==> config.mk <==
export PLATFORM = sky130hd
export DESIGN_NAME = serial_frame_proxy_rewriter
export DESIGN_NICKNAME = d
export VERILOG_FILES = /design/src/sv/sfpr_pkg.sv /design/src/sv/serial_frame_proxy_rewriter.sv
export VERILOG_INCLUDE_DIRS = /design/src /design/src/sv
export SDC_FILE = /design/constraint.sdc
export NUM_CORES = 1
export LEC_CHECK = 0
export BUFFER_PORTS_ARGS = -buffer_cell sky130_fd_sc_hd__buf_4
export CORE_AREA = 2 2 102 104
export CTS_BUF_LIST = sky130_fd_sc_hd__clkbuf_4 sky130_fd_sc_hd__clkbuf_8
export CTS_CLUSTER_SIZE = 20
export DETAILED_ROUTE_END_ITERATION = 8
export DIE_AREA = 0 0 104 106
export GPL_TIMING_DRIVEN = 1
export MAX_ROUTING_LAYER = met4
export PLACE_DENSITY = 0.74
export SLEW_MARGIN = 20
export SYNTH_ARGS = -nofsm -noshare
export SYNTH_HDL_FRONTEND = slang
export SYNTH_SLANG_ARGS = --single-unit
==> constraint.sdc <==
create_clock -name clk -period 4.2 [get_ports clk]
set_input_delay 0.63 -clock clk [delete_from_list [all_inputs] [get_ports clk]]
set_output_delay 0.63 -clock clk [all_outputs]
set_load 0.01 [all_outputs]
==> src/sv/serial_frame_proxy_rewriter_macros.svh <==
// Assertion macros shared by the serial frame proxy rewriter RTL.
`ifndef SERIAL_FRAME_PROXY_REWRITER_MACROS_SVH
`define SERIAL_FRAME_PROXY_REWRITER_MACROS_SVH

`ifndef SYNTHESIS

// Clocked check that is ignored while reset is asserted.
`define SFPR_ASSERT_RST(lbl, clk, rst_n, prop) \
  lbl: assert property (@(posedge clk) disable iff (!rst_n) prop) \
    else $error("sfpr assertion failed");

// Clocked check that also holds during reset.
`define SFPR_ASSERT(lbl, clk, prop) \
  lbl: assert property (@(posedge clk) prop) \
    else $error("sfpr assertion failed");

`else

`define SFPR_ASSERT_RST(lbl, clk, rst_n, prop)
`define SFPR_ASSERT(lbl, clk, prop)

`endif

`endif

==> src/sv/sfpr_pkg.sv <==
// Constants for the serial frame proxy rewriter.
package sfpr_pkg;

  // Frame sync byte and the pool frame type that carries the temperature.
  localparam logic [7:0] SYNC_BYTE = 8'hA5;
  localparam logic [7:0] TEMP_TYPE = 8'd6;

  // Remote frame types that are heater commands.
  localparam logic [7:0] CMD_TYPE_A = 8'd1;
  localparam logic [7:0] CMD_TYPE_B = 8'd2;

  // Source of an input byte.
  localparam logic SRC_POOL   = 1'b0;
  localparam logic SRC_REMOTE = 1'b1;

  // Frame positions after the sync byte: count values of the type, value and checksum bytes.
  localparam logic [1:0] POS_TYPE  = 2'd1;
  localparam logic [1:0] POS_VALUE = 2'd2;
  localparam logic [1:0] POS_CSUM  = 2'd3;

  // Number of results minus one for a one-result and a four-result burst.
  localparam logic [1:0] LEN_ONE  = 2'd0;
  localparam logic [1:0] LEN_FOUR = 2'd3;

endpackage

==> src/sv/serial_frame_proxy_rewriter.sv <==
// Serial frame proxy rewriter: pool byte relay, temperature parse and remote frame rewrite.
//
// The block takes one byte per transfer, tagged with its side. A byte goes into an
// input register and is processed from there once its result, if any, can be
// loaded into a result burst register of up to four results; the burst drains
// one result per cycle on the output channel while out_stall is low. A pool byte
// or a bad remote frame gives a one-result burst, a good remote frame a
// four-result burst, and a remote byte that does not complete a frame gives none.
// A new byte is accepted every cycle while results are taken at once. A good
// remote frame holds the burst register until its four results have drained, so
// a byte right after its checksum that has a result of its own waits for them;
// since such a frame takes four input bytes, the sustained rate stays one byte
// per cycle, set by the single output port. The heater override is written
// through the configuration port, which is always ready.
`include "serial_frame_proxy_rewriter_macros.svh"

module serial_frame_proxy_rewriter (
  input  logic       clk,
  input  logic       rst_n,
  // Input channel
  input  logic       in_valid,
  output logic       in_stall,
  input  logic       in_action,
  input  logic [7:0] in_byte,
  // Result channel
  output logic       out_valid,
  input  logic       out_stall,
  output logic [7:0] out_byte,
  output logic       out_to_pool,
  output logic       out_byte_valid,
  output logic       out_last,
  output logic       out_frame_error,
  output logic       out_temp_update,
  output logic [7:0] out_temperature,
  // Configuration channel
  input  logic       cfg_valid,
  output logic       cfg_ready,
  input  logic       cfg_heater_override
);
  import sfpr_pkg::*;

  // Input register
  logic       in_valid_r;
  logic       in_action_r;
  logic [7:0] in_byte_r;

  // Configuration register
  logic       heater_override_r;

  // Pool frame assembler
  logic       pool_in_frame_r, pool_in_frame_nxt;
  logic [1:0] pool_count_r, pool_count_nxt;
  logic [7:0] pool_type_r, pool_type_nxt;
  logic [7:0] pool_value_r, pool_value_nxt;

  // Remote frame assembler
  logic       remote_in_frame_r, remote_in_frame_nxt;
  logic [1:0] remote_count_r, remote_count_nxt;
  logic [7:0] remote_type_r, remote_type_nxt;
  logic [7:0] remote_value_r, remote_value_nxt;

  // Temperature tracking
  logic [7:0] last_temperature_r, last_temperature_nxt;
  logic       temperature_known_r, temperature_known_nxt;

  // Result burst register
  logic       burst_valid_r;
  logic [7:0] burst_bytes_r [4];
  logic [7:0] burst_bytes_nxt [4];
  logic [1:0] burst_len_r, burst_len_nxt;
  logic [1:0] burst_idx_r;
  logic       burst_to_pool_r, burst_to_pool_nxt;
  logic       burst_byte_valid_r, burst_byte_valid_nxt;
  logic       burst_err_r, burst_err_nxt;
  logic       burst_tupd_r, burst_tupd_nxt;
  logic [7:0] burst_temp_r, burst_temp_nxt;
  logic       burst_load;

  // Handshake terms
  logic in_xfer;
  logic out_xfer;
  logic burst_done;
  logic burst_free;
  logic has_result;
  logic advance;

  // Processing terms
  logic       pool_complete;
  logic       remote_complete;
  logic [7:0] pool_sum;
  logic [7:0] remote_sum;
  logic [7:0] remote_value_fwd;
  logic [7:0] remote_sum_fwd;

  // Handshake control: the input register advances when it has no result or its result can be loaded.
  assign in_xfer    = in_valid && !in_stall;
  assign out_xfer   = out_valid && !out_stall;
  assign burst_done = out_xfer && (burst_idx_r == burst_len_r);
  assign burst_free = !burst_valid_r || burst_done;
  assign has_result = (in_action_r == SRC_POOL) || remote_complete;
  assign advance    = in_valid_r && (!has_result || burst_free);
  assign in_stall   = in_valid_r && !advance;
  assign cfg_ready  = 1'b1;

  // Frame completion and checksums seen from the input register.
  assign pool_complete   = pool_in_frame_r && (pool_count_r == POS_CSUM);
  assign remote_complete = remote_in_frame_r && (remote_count_r == POS_CSUM);
  assign pool_sum        = SYNC_BYTE + pool_type_r + pool_value_r;
  assign remote_sum      = SYNC_BYTE + remote_type_r + remote_value_r;

  // The override turns an off command of a heater type into an on command.
  always_comb begin
    remote_value_fwd = remote_value_r;
    if (heater_override_r && (remote_value_r == 8'd0) &&
        ((remote_type_r == CMD_TYPE_A) || (remote_type_r == CMD_TYPE_B))) begin
      remote_value_fwd = 8'd1;
    end
  end
  assign remote_sum_fwd = SYNC_BYTE + remote_type_r + remote_value_fwd;

  // Frame assembly, temperature tracking and burst contents.
  always_comb begin
    pool_in_frame_nxt     = pool_in_frame_r;
    pool_count_nxt        = pool_count_r;
    pool_type_nxt         = pool_type_r;
    pool_value_nxt        = pool_value_r;
    remote_in_frame_nxt   = remote_in_frame_r;
    remote_count_nxt      = remote_count_r;
    remote_type_nxt       = remote_type_r;
    remote_value_nxt      = remote_value_r;
    last_temperature_nxt  = last_temperature_r;
    temperature_known_nxt = temperature_known_r;
    burst_load            = 1'b0;
    burst_bytes_nxt[0]    = in_byte_r;
    burst_bytes_nxt[1]    = remote_type_r;
    burst_bytes_nxt[2]    = remote_value_fwd;
    burst_bytes_nxt[3]    = remote_sum_fwd;
    burst_len_nxt         = LEN_ONE;
    burst_to_pool_nxt     = 1'b0;
    burst_byte_valid_nxt  = 1'b1;
    burst_err_nxt         = 1'b0;
    burst_tupd_nxt        = 1'b0;
    burst_temp_nxt        = 8'd0;
    if (advance) begin
      if (in_action_r == SRC_POOL) begin
        // Pool byte: relay it and parse the frame it belongs to.
        burst_load = 1'b1;
        if (!pool_in_frame_r) begin
          if (in_byte_r == SYNC_BYTE) begin
            pool_in_frame_nxt = 1'b1;
            pool_count_nxt    = POS_TYPE;
          end
        end else if (!pool_complete) begin
          if (pool_count_r == POS_TYPE) begin
            pool_type_nxt = in_byte_r;
          end else begin
            pool_value_nxt = in_byte_r;
          end
          pool_count_nxt = pool_count_r + 2'd1;
        end else begin
          pool_in_frame_nxt = 1'b0;
          pool_count_nxt    = 2'd0;
          if (pool_sum != in_byte_r) begin
            burst_err_nxt = 1'b1;
          end else if ((pool_type_r == TEMP_TYPE) &&
                       (!temperature_known_r || (last_temperature_r != pool_value_r))) begin
            last_temperature_nxt  = pool_value_r;
            temperature_known_nxt = 1'b1;
            burst_tupd_nxt        = 1'b1;
            burst_temp_nxt        = pool_value_r;
          end
        end
      end else begin
        // Remote byte: hold it until the frame is complete.
        if (!remote_in_frame_r) begin
          if (in_byte_r == SYNC_BYTE) begin
            remote_in_frame_nxt = 1'b1;
            remote_count_nxt    = POS_TYPE;
          end
        end else if (!remote_complete) begin
          if (remote_count_r == POS_TYPE) begin
            remote_type_nxt = in_byte_r;
          end else begin
            remote_value_nxt = in_byte_r;
          end
          remote_count_nxt = remote_count_r + 2'd1;
        end else begin
          remote_in_frame_nxt = 1'b0;
          remote_count_nxt    = 2'd0;
          burst_load          = 1'b1;
          if (remote_sum != in_byte_r) begin
            burst_bytes_nxt[0]   = 8'd0;
            burst_byte_valid_nxt = 1'b0;
            burst_err_nxt        = 1'b1;
          end else begin
            burst_bytes_nxt[0] = SYNC_BYTE;
            burst_len_nxt      = LEN_FOUR;
            burst_to_pool_nxt  = 1'b1;
          end
        end
      end
    end
  end

  // Control registers.
  always_ff @(posedge clk) begin
    if (!rst_n) begin
      in_valid_r          <= 1'b0;
      heater_override_r   <= 1'b0;
      pool_in_frame_r     <= 1'b0;
      pool_count_r        <= 2'd0;
      remote_in_frame_r   <= 1'b0;
      remote_count_r      <= 2'd0;
      last_temperature_r  <= 8'd0;
      temperature_known_r <= 1'b0;
      burst_valid_r       <= 1'b0;
      burst_idx_r         <= 2'd0;
    end else begin
      if (in_xfer) begin
        in_valid_r <= 1'b1;
      end else if (advance) begin
        in_valid_r <= 1'b0;
      end
      if (cfg_valid && cfg_ready) begin
        heater_override_r <= cfg_heater_override;
      end
      pool_in_frame_r     <= pool_in_frame_nxt;
      pool_count_r        <= pool_count_nxt;
      remote_in_frame_r   <= remote_in_frame_nxt;
      remote_count_r      <= remote_count_nxt;
      last_temperature_r  <= last_temperature_nxt;
      temperature_known_r <= temperature_known_nxt;
      if (burst_load) begin
        burst_valid_r <= 1'b1;
        burst_idx_r   <= 2'd0;
      end else if (burst_done) begin
        burst_valid_r <= 1'b0;
        burst_idx_r   <= 2'd0;
      end else if (out_xfer) begin
        burst_idx_r <= burst_idx_r + 2'd1;
      end
    end
  end

  // Payload registers.
  always_ff @(posedge clk) begin
    if (in_xfer) begin
      in_action_r <= in_action;
      in_byte_r   <= in_byte;
    end
    pool_type_r    <= pool_type_nxt;
    pool_value_r   <= pool_value_nxt;
    remote_type_r  <= remote_type_nxt;
    remote_value_r <= remote_value_nxt;
    if (burst_load) begin
      burst_bytes_r      <= burst_bytes_nxt;
      burst_len_r        <= burst_len_nxt;
      burst_to_pool_r    <= burst_to_pool_nxt;
      burst_byte_valid_r <= burst_byte_valid_nxt;
      burst_err_r        <= burst_err_nxt;
      burst_tupd_r       <= burst_tupd_nxt;
      burst_temp_r       <= burst_temp_nxt;
    end
  end

  // Result outputs come straight from the burst register.
  assign out_valid       = burst_valid_r;
  assign out_byte        = burst_bytes_r[burst_idx_r];
  assign out_to_pool     = burst_to_pool_r;
  assign out_byte_valid  = burst_byte_valid_r;
  assign out_last        = (burst_idx_r == burst_len_r);
  assign out_frame_error = burst_err_r;
  assign out_temp_update = burst_tupd_r;
  assign out_temperature = burst_temp_r;

  // The burst index never runs past the last result.
  `SFPR_ASSERT_RST(a_idx_in_range, clk, rst_n, burst_valid_r |-> (burst_idx_r <= burst_len_r))
  // A transfer that is not the last one leaves more results waiting.
  `SFPR_ASSERT_RST(a_burst_continues, clk, rst_n, (out_xfer && !out_last) |=> out_valid)
  // Only a rewritten remote frame produces a four-result burst, all to the pool.
  `SFPR_ASSERT_RST(a_four_to_pool, clk, rst_n,
    burst_valid_r |-> ((burst_len_r == LEN_FOUR) == burst_to_pool_r))
  // Nothing is shown on the output while reset holds.
  `SFPR_ASSERT(a_reset_idle, clk, !rst_n |=> !out_valid)

endmodule
# [After elaboration in Yosys (flattened, before gate mapping)]
# Index checks and enable logic that the tools add are counted.
[word_totals] reg_bits=107 input_bits=15 wordCells=134 out_inout_bits=24
[classes] add_sub_neg=8 n_bitwise=11 eq_ne=12 magnitude_cmp=1 n_mux=37 n_reduce_logical=39
[op_table] cell="two-way mux 8 bit" count=8
[op_table] cell="adder 8 bit" count=3
[op_table] cell="inequality test 8 bit" count=3
[op_table] cell="two-way mux 1 bit" count=22
[op_table] cell="AND reduction 5 bit" count=4
[op_table] cell="adder 8 bit, first input constant" count=2
[op_table] cell="binary-select mux 8 bit (select 2 bit)" count=1
[op_table] cell="two-way mux 2 bit" count=6
[op_table] cell="logical AND 1 bit" count=10
[op_table] cell="NOT 1 bit" count=10
[op_table] cell="== test 8 x 1 -> 1 bit, second input constant" count=1
[op_table] cell="== test 8 x 2 -> 1 bit, second input constant" count=1
[op_table] cell="== test 8 x 3 -> 1 bit, second input constant" count=1
[op_table] cell="== test 8 bit, second input constant" count=1
[op_table] cell="zero test 8 bit" count=1
[op_table] cell="nonzero test 2 bit" count=4
[op_table] cell="adder 2 x 1 -> 2 bit, second input constant" count=3
[op_table] cell="zero test 1 bit" count=6
[op_table] cell="AND reduction 3 bit" count=2
[op_table] cell="AND reduction 6 bit" count=1
[op_table] cell="OR reduction 6 bit" count=1
[op_table] cell="logical OR 1 bit" count=5
[op_table] cell="OR reduction 5 bit" count=1
[op_table] cell="== test 2 x 1 -> 1 bit, second input constant" count=2
[op_table] cell="7 further kinds" count=9

# [Depth between registers and ports, before layout]
[logic_depth] word_depth=11 depth_mapped=12 ltp_nobuf=12

# [Least setup slack after synthesis]
# No wires, ideal clock.
[synth_timing] path_kind="reg-to-reg" startpoint="register burst_len_r[0]" endpoint="register burst_bytes_r[0] (netlist bit) (enable)" path_stages_with_launch=4 arrival_ns=2.970 setup_time_ns=0.447 required_time_ns=3.753 n_path_buf=0 path_slack_ns=0.783 period_less_slack_ns=3.417 cell_sequence="edfxtp_1 -> or2_1 -> o311a_4 -> nor2_1"
[synth_via] elab_chain_len=6
[synth_lines] item="start, declared" line="serial_frame_proxy_rewriter.sv:70" rtl="logic [1:0] burst_len_r, burst_len_nxt;"
[synth_lines] item="start signal, assigned" line="serial_frame_proxy_rewriter.sv:257" rtl="burst_len_r <= burst_len_nxt;"
[synth_lines] item="== test 2 bit" line="serial_frame_proxy_rewriter.sv:98" rtl="assign burst_done = out_xfer && (burst_idx_r == burst_len_r);"
[synth_lines] item="logical AND 1 bit" line="serial_frame_proxy_rewriter.sv:98"
[synth_lines] item="logical OR 1 bit" line="serial_frame_proxy_rewriter.sv:99" rtl="assign burst_free = !burst_valid_r || burst_done;"
[synth_lines] item="logical OR 1 bit" line="serial_frame_proxy_rewriter.sv:101" rtl="assign advance = in_valid_r && (!has_result || burst_free);"
[synth_lines] item="logical AND 1 bit" line="serial_frame_proxy_rewriter.sv:101"
[synth_lines] item="two-way mux 1 bit" line="serial_frame_proxy_rewriter.sv:144" rtl="if (advance) begin"
[synth_lines] item="named net burst_load" line="serial_frame_proxy_rewriter.sv:77" rtl="logic burst_load;"
[synth_lines] item="end signal, assigned" line="serial_frame_proxy_rewriter.sv:256" rtl="burst_bytes_r <= burst_bytes_nxt;"
[synth_lines] item="end, declared" line="serial_frame_proxy_rewriter.sv:68" rtl="logic [7:0] burst_bytes_r [4];"
# The timed path passes the listed nets, and every way through them passes these cells.
# A chain may end at the register's enable or synchronous reset.

# [Worst setup path in the final report]
[layout_timing] startpoint="register remote_type_r[0]" endpoint="register burst_err_r (netlist: out_frame_error), data pin"
[layout_via] elab_chain_len=7
[layout_lines] item="start, declared" line="serial_frame_proxy_rewriter.sv:59" rtl="logic [7:0] remote_type_r, remote_type_nxt;"
[layout_lines] item="start signal, assigned" line="serial_frame_proxy_rewriter.sv:253" rtl="remote_type_r <= remote_type_nxt;"
[layout_lines] item="adder 8 bit (2 in series)" line="serial_frame_proxy_rewriter.sv:109" rtl="assign remote_sum = SYNC_BYTE + remote_type_r + remote_value_r;"
[layout_lines] item="inequality test 8 bit" line="serial_frame_proxy_rewriter.sv:191" rtl="if (remote_sum != in_byte_r) begin"
[layout_lines] item="two-way mux 1 bit" line="serial_frame_proxy_rewriter.sv:191"
[layout_lines] item="two-way mux 1 bit" line="serial_frame_proxy_rewriter.sv:180" rtl="end else if (!remote_complete) begin"
[layout_lines] item="two-way mux 1 bit" line="serial_frame_proxy_rewriter.sv:175" rtl="if (!remote_in_frame_r) begin"
[layout_lines] item="two-way mux 1 bit" line="serial_frame_proxy_rewriter.sv:145" rtl="if (in_action_r == SRC_POOL) begin"
[layout_lines] item="end signal, assigned" line="serial_frame_proxy_rewriter.sv:260" rtl="burst_err_r <= burst_err_nxt;"
[layout_lines] item="end, declared" line="serial_frame_proxy_rewriter.sv:74" rtl="logic burst_err_r, burst_err_nxt;"
# Every way passes these cells.

==> metrics.txt <==
syn_area_per_cell=12.7 um^2; CTS Buffer Depth=2; Max Clock Skew=about 0.011 ns; Crit Path Class=reg2reg; worst hold path type=in2reg; Die Y=between 100 and 150 um; CTS Sinks=105; post-layout net count=between 500 and 600; Initial DRT Pass Iterations=4; maximum clock rate=a little under 300 MHz; Yosys cell types=59; Yosys reg bits=105; Max-Cap Viols=0; Crit path depth=10; Final Max Slew Viols=0; GRT Residual Overflow=0; Residual DRC=0; via count=3382; H-Tree Depth=3; synthesized cell area=0.00538 mm^2; Hold Path Depth=1; post-route ant nets=0; largest net degree at the start of global routing=37; CP dominant cell by count=inv_1; clock slew seen by the registers of the worst setup and hold paths=~0.1 ns; post-detail-place hpwl=slightly below 8000 um; Synth warnings=0; Worst Setup End Kind=flip-flop; post-CTS sizing=0; status=finished clean; number of global-route vias before repair=~3500; pre-CTS setup slack=~0.86 ns; Buf/Inv on CP=2; P&R area growth vs syn=12.3%; GR Util met1=29.4%; met2 usage=31.5%; crit-path cells=inv_1 -> ha_1 -> inv_1 -> fa_1 -> a211oi_1 -> nor2_1 -> xnor2_1 -> o2111ai_1 -> nor4b_2 -> o32ai_1; fraction of layout cells with a size suffix above 1=17.0%; VDD IR-drop max=slightly above 0.2 mV; port bufs=37; post-CTS setup buffer count=0; FP Rows=37; CP Max Fanout=7; Synth Net Count=476; Finish-stage setup viols=0; sequential share of the synthesized area=54.9%; Fillers=around 810; fin crit share=80.6%; final wirelength=~11000 um; CTS root buf=clkbuf_8; grt peak-use layer=met2; Hold Violations, Final=0; number of synthesized flops with an enable pin=85; Core Footprint=0.0100 mm^2; cts hold-fix bufs=0; initial antenna violation count=0; Die Area=roughly 0.011 mm^2; Worst Tran Pin Value=about 0.95 ns; post-route minimum period=approximately 3.4 ns; RSZ-0062 raised after global routing=no; DR iter-0 viols=250; PwrDens=roughly 330 mW/mm^2; CTS tree=built; met3 usage=3.07%; critical path's slowest cell=nor4b_2; Die Wd=104 um; required time of the critical path=between 4 and 5 ns; all-layer global routing usage=between 20% and 30%; Initial Util=a little over half; setup TNS=0 ns; Final WS setup=roughly 0.8 ns; GPL Wtd Cong=between 0.9 and 1; family with the most delay on the worst path=simple AND/OR/NAND/NOR gates; asr flop ratio synth=0%; Post-synth top flop=edfxtp_1; relative slew slack=approximately 37%; CP Launch Type=flip-flop; clock insertion delay at the later pin of the skew report=between 0.3 and 0.4 ns; Synth Instances=between 400 and 500; Crit path largest cell delay=~0.72 ns; IO Pins=39; CP arrival=3.47 ns; routed len/inst=17.8 um; Leak=2.23 nW; n_diodes=0; vias per cell=between 5 and 6; first-pass GRT wire length=17600 um; worst-case reg-to-reg path depth=10; clock buffer count from CTS=9
[cell usage after synthesis, drive strengths merged, types with 4 or more instances]
master / count / area, um^2
nor2b: 8 / 50.1
a21o: 5 / 37.5
and3: 4 / 25.0
a211oi: 4 / 30.0
buf: 4 / 27.5
nand3: 5 / 25.0
mux2: 4 / 45.0
xor2: 19 / 166
and2: 7 / 43.8
ha: 35 / 438
xnor2: 26 / 228
mux2i: 9 / 90.1
dfxtp: 20 / 400
a21boi: 4 / 30.0
inv: 22 / 82.6
edfxtp: 85 / 2550
nand2: 32 / 120
mux4: 8 / 180
clkbuf: 12 / 45.0
o21ai: 8 / 40.0
o21a: 6 / 45.0
nor2: 22 / 82.6
nor4: 9 / 56.3
a21oi: 16 / 80.1
nor3: 7 / 46.3
[flip-flops by register name (all words and copies together), names as in the netlist, 2 cells and up]
name / cells
pool_type_r: 8
burst_idx_r: 2
remote_value_r: 8
remote_type_r: 8
last_temperature_r: 8
pool_value_r: 8
remote_count_r: 2
in_byte_r: 8
burst_bytes_r: 32
out_temperature: 8
pool_count_r: 2
[path summary, 6_finish.rpt]
check                              startpoint                               end  slack (ns)
max reg2reg        remote_type_r[0]$_DFFE_PP_     out_frame_error$_SDFFCE_PN0P_        0.82
min reg2reg  temperature_known_r$_SDFFE_PN0P_  temperature_known_r$_SDFFE_PN0P_        0.48
min                                in_byte[1]            in_byte_r[1]$_DFFE_PP_        0.43
max                remote_type_r[0]$_DFFE_PP_     out_frame_error$_SDFFCE_PN0P_        0.82
[per-layer routing]
| metal | part of all wire (%) | vias up |
|---|---|---|
| met4 | 1.3 | 0 |
| met1 | 46 | 1658 |
| met5 | 0 | - |
| li1 | - | 1623 |
| met3 | 6.6 | 12 |
| met2 | 46 | 89 |
[logic make-up (layout without fill, tap and decap cells)]
kind of cell,after synthesis,count (layout),synth area share [%]
AOI/OAI and AO/OA,62,62,8.07
xor gates and xnor gates,45,45,7.33
adders and majority gates,38,38,9.26
buffers and inverters,38,80,2.88
DFF,105,105,54.9
muxes,21,21,5.86
other,1,1,0.0697
and+or+nand+nor,113,113,11.7
[power by group]
part	switching (W)	internal [W]
Sequential	0.0000230	0.00114
Clock	0.000338	0.000411
Combinational	0.0000371	0.0000384
Total	0.000398	0.00159
[cell usage in the layout (no fill, tap or decap), drive strengths merged, types with 6 or more instances in the layout]
cell type  instances
ha                35
mux2i              9
clkbuf            11
nor2              22
o21ai              8
and2               7
dfxtp             20
xnor2             26
o21a               6
edfxtp            85
a21oi             16
nor2b              8
nand2             32
inv               23
xor2              19
nor4               9
nor3               7
buf               42
mux4               8
[area by class of cell]
type	instances	area, um^2	area share (%)
flip-flops and latches	105	2950	48.9
multi-input cells	280	2280	37.7
repair buffers	42	315	5.22
well taps	136	170	2.82
clock buffers	11	139	2.30
clock inverters	5	105	1.74
inverters	22	82.6	1.37
[stage by stage]
step	total power [W]	area, um^2	std cells	hold slack, ns	util (%)
2_1_floorplan	0.00122	5380	423	0.440	-
3_3_place_gp	0.00126	5800	585	0.449	58.0
3_5_place_dp	0.00126	5800	585	0.457	58.0
4_1_cts	0.00200	6040	601	0.413	60.4
5_1_grt	0.00205	6040	601	0.412	60.4
6_report	0.00199	6040	601	0.431	60.4
[worst reg2reg max path, delay by kind of cell, from the launching register on]
family          cells  cell delay [ns]
buf+inv             2             0.23
xor+xnor            1             0.19
flops               1             0.47
simple gates        2             0.83
fa+ha+maj           2             0.73
compound gates      3             0.66
Note: power is estimated with default switching activity, not from simulation.
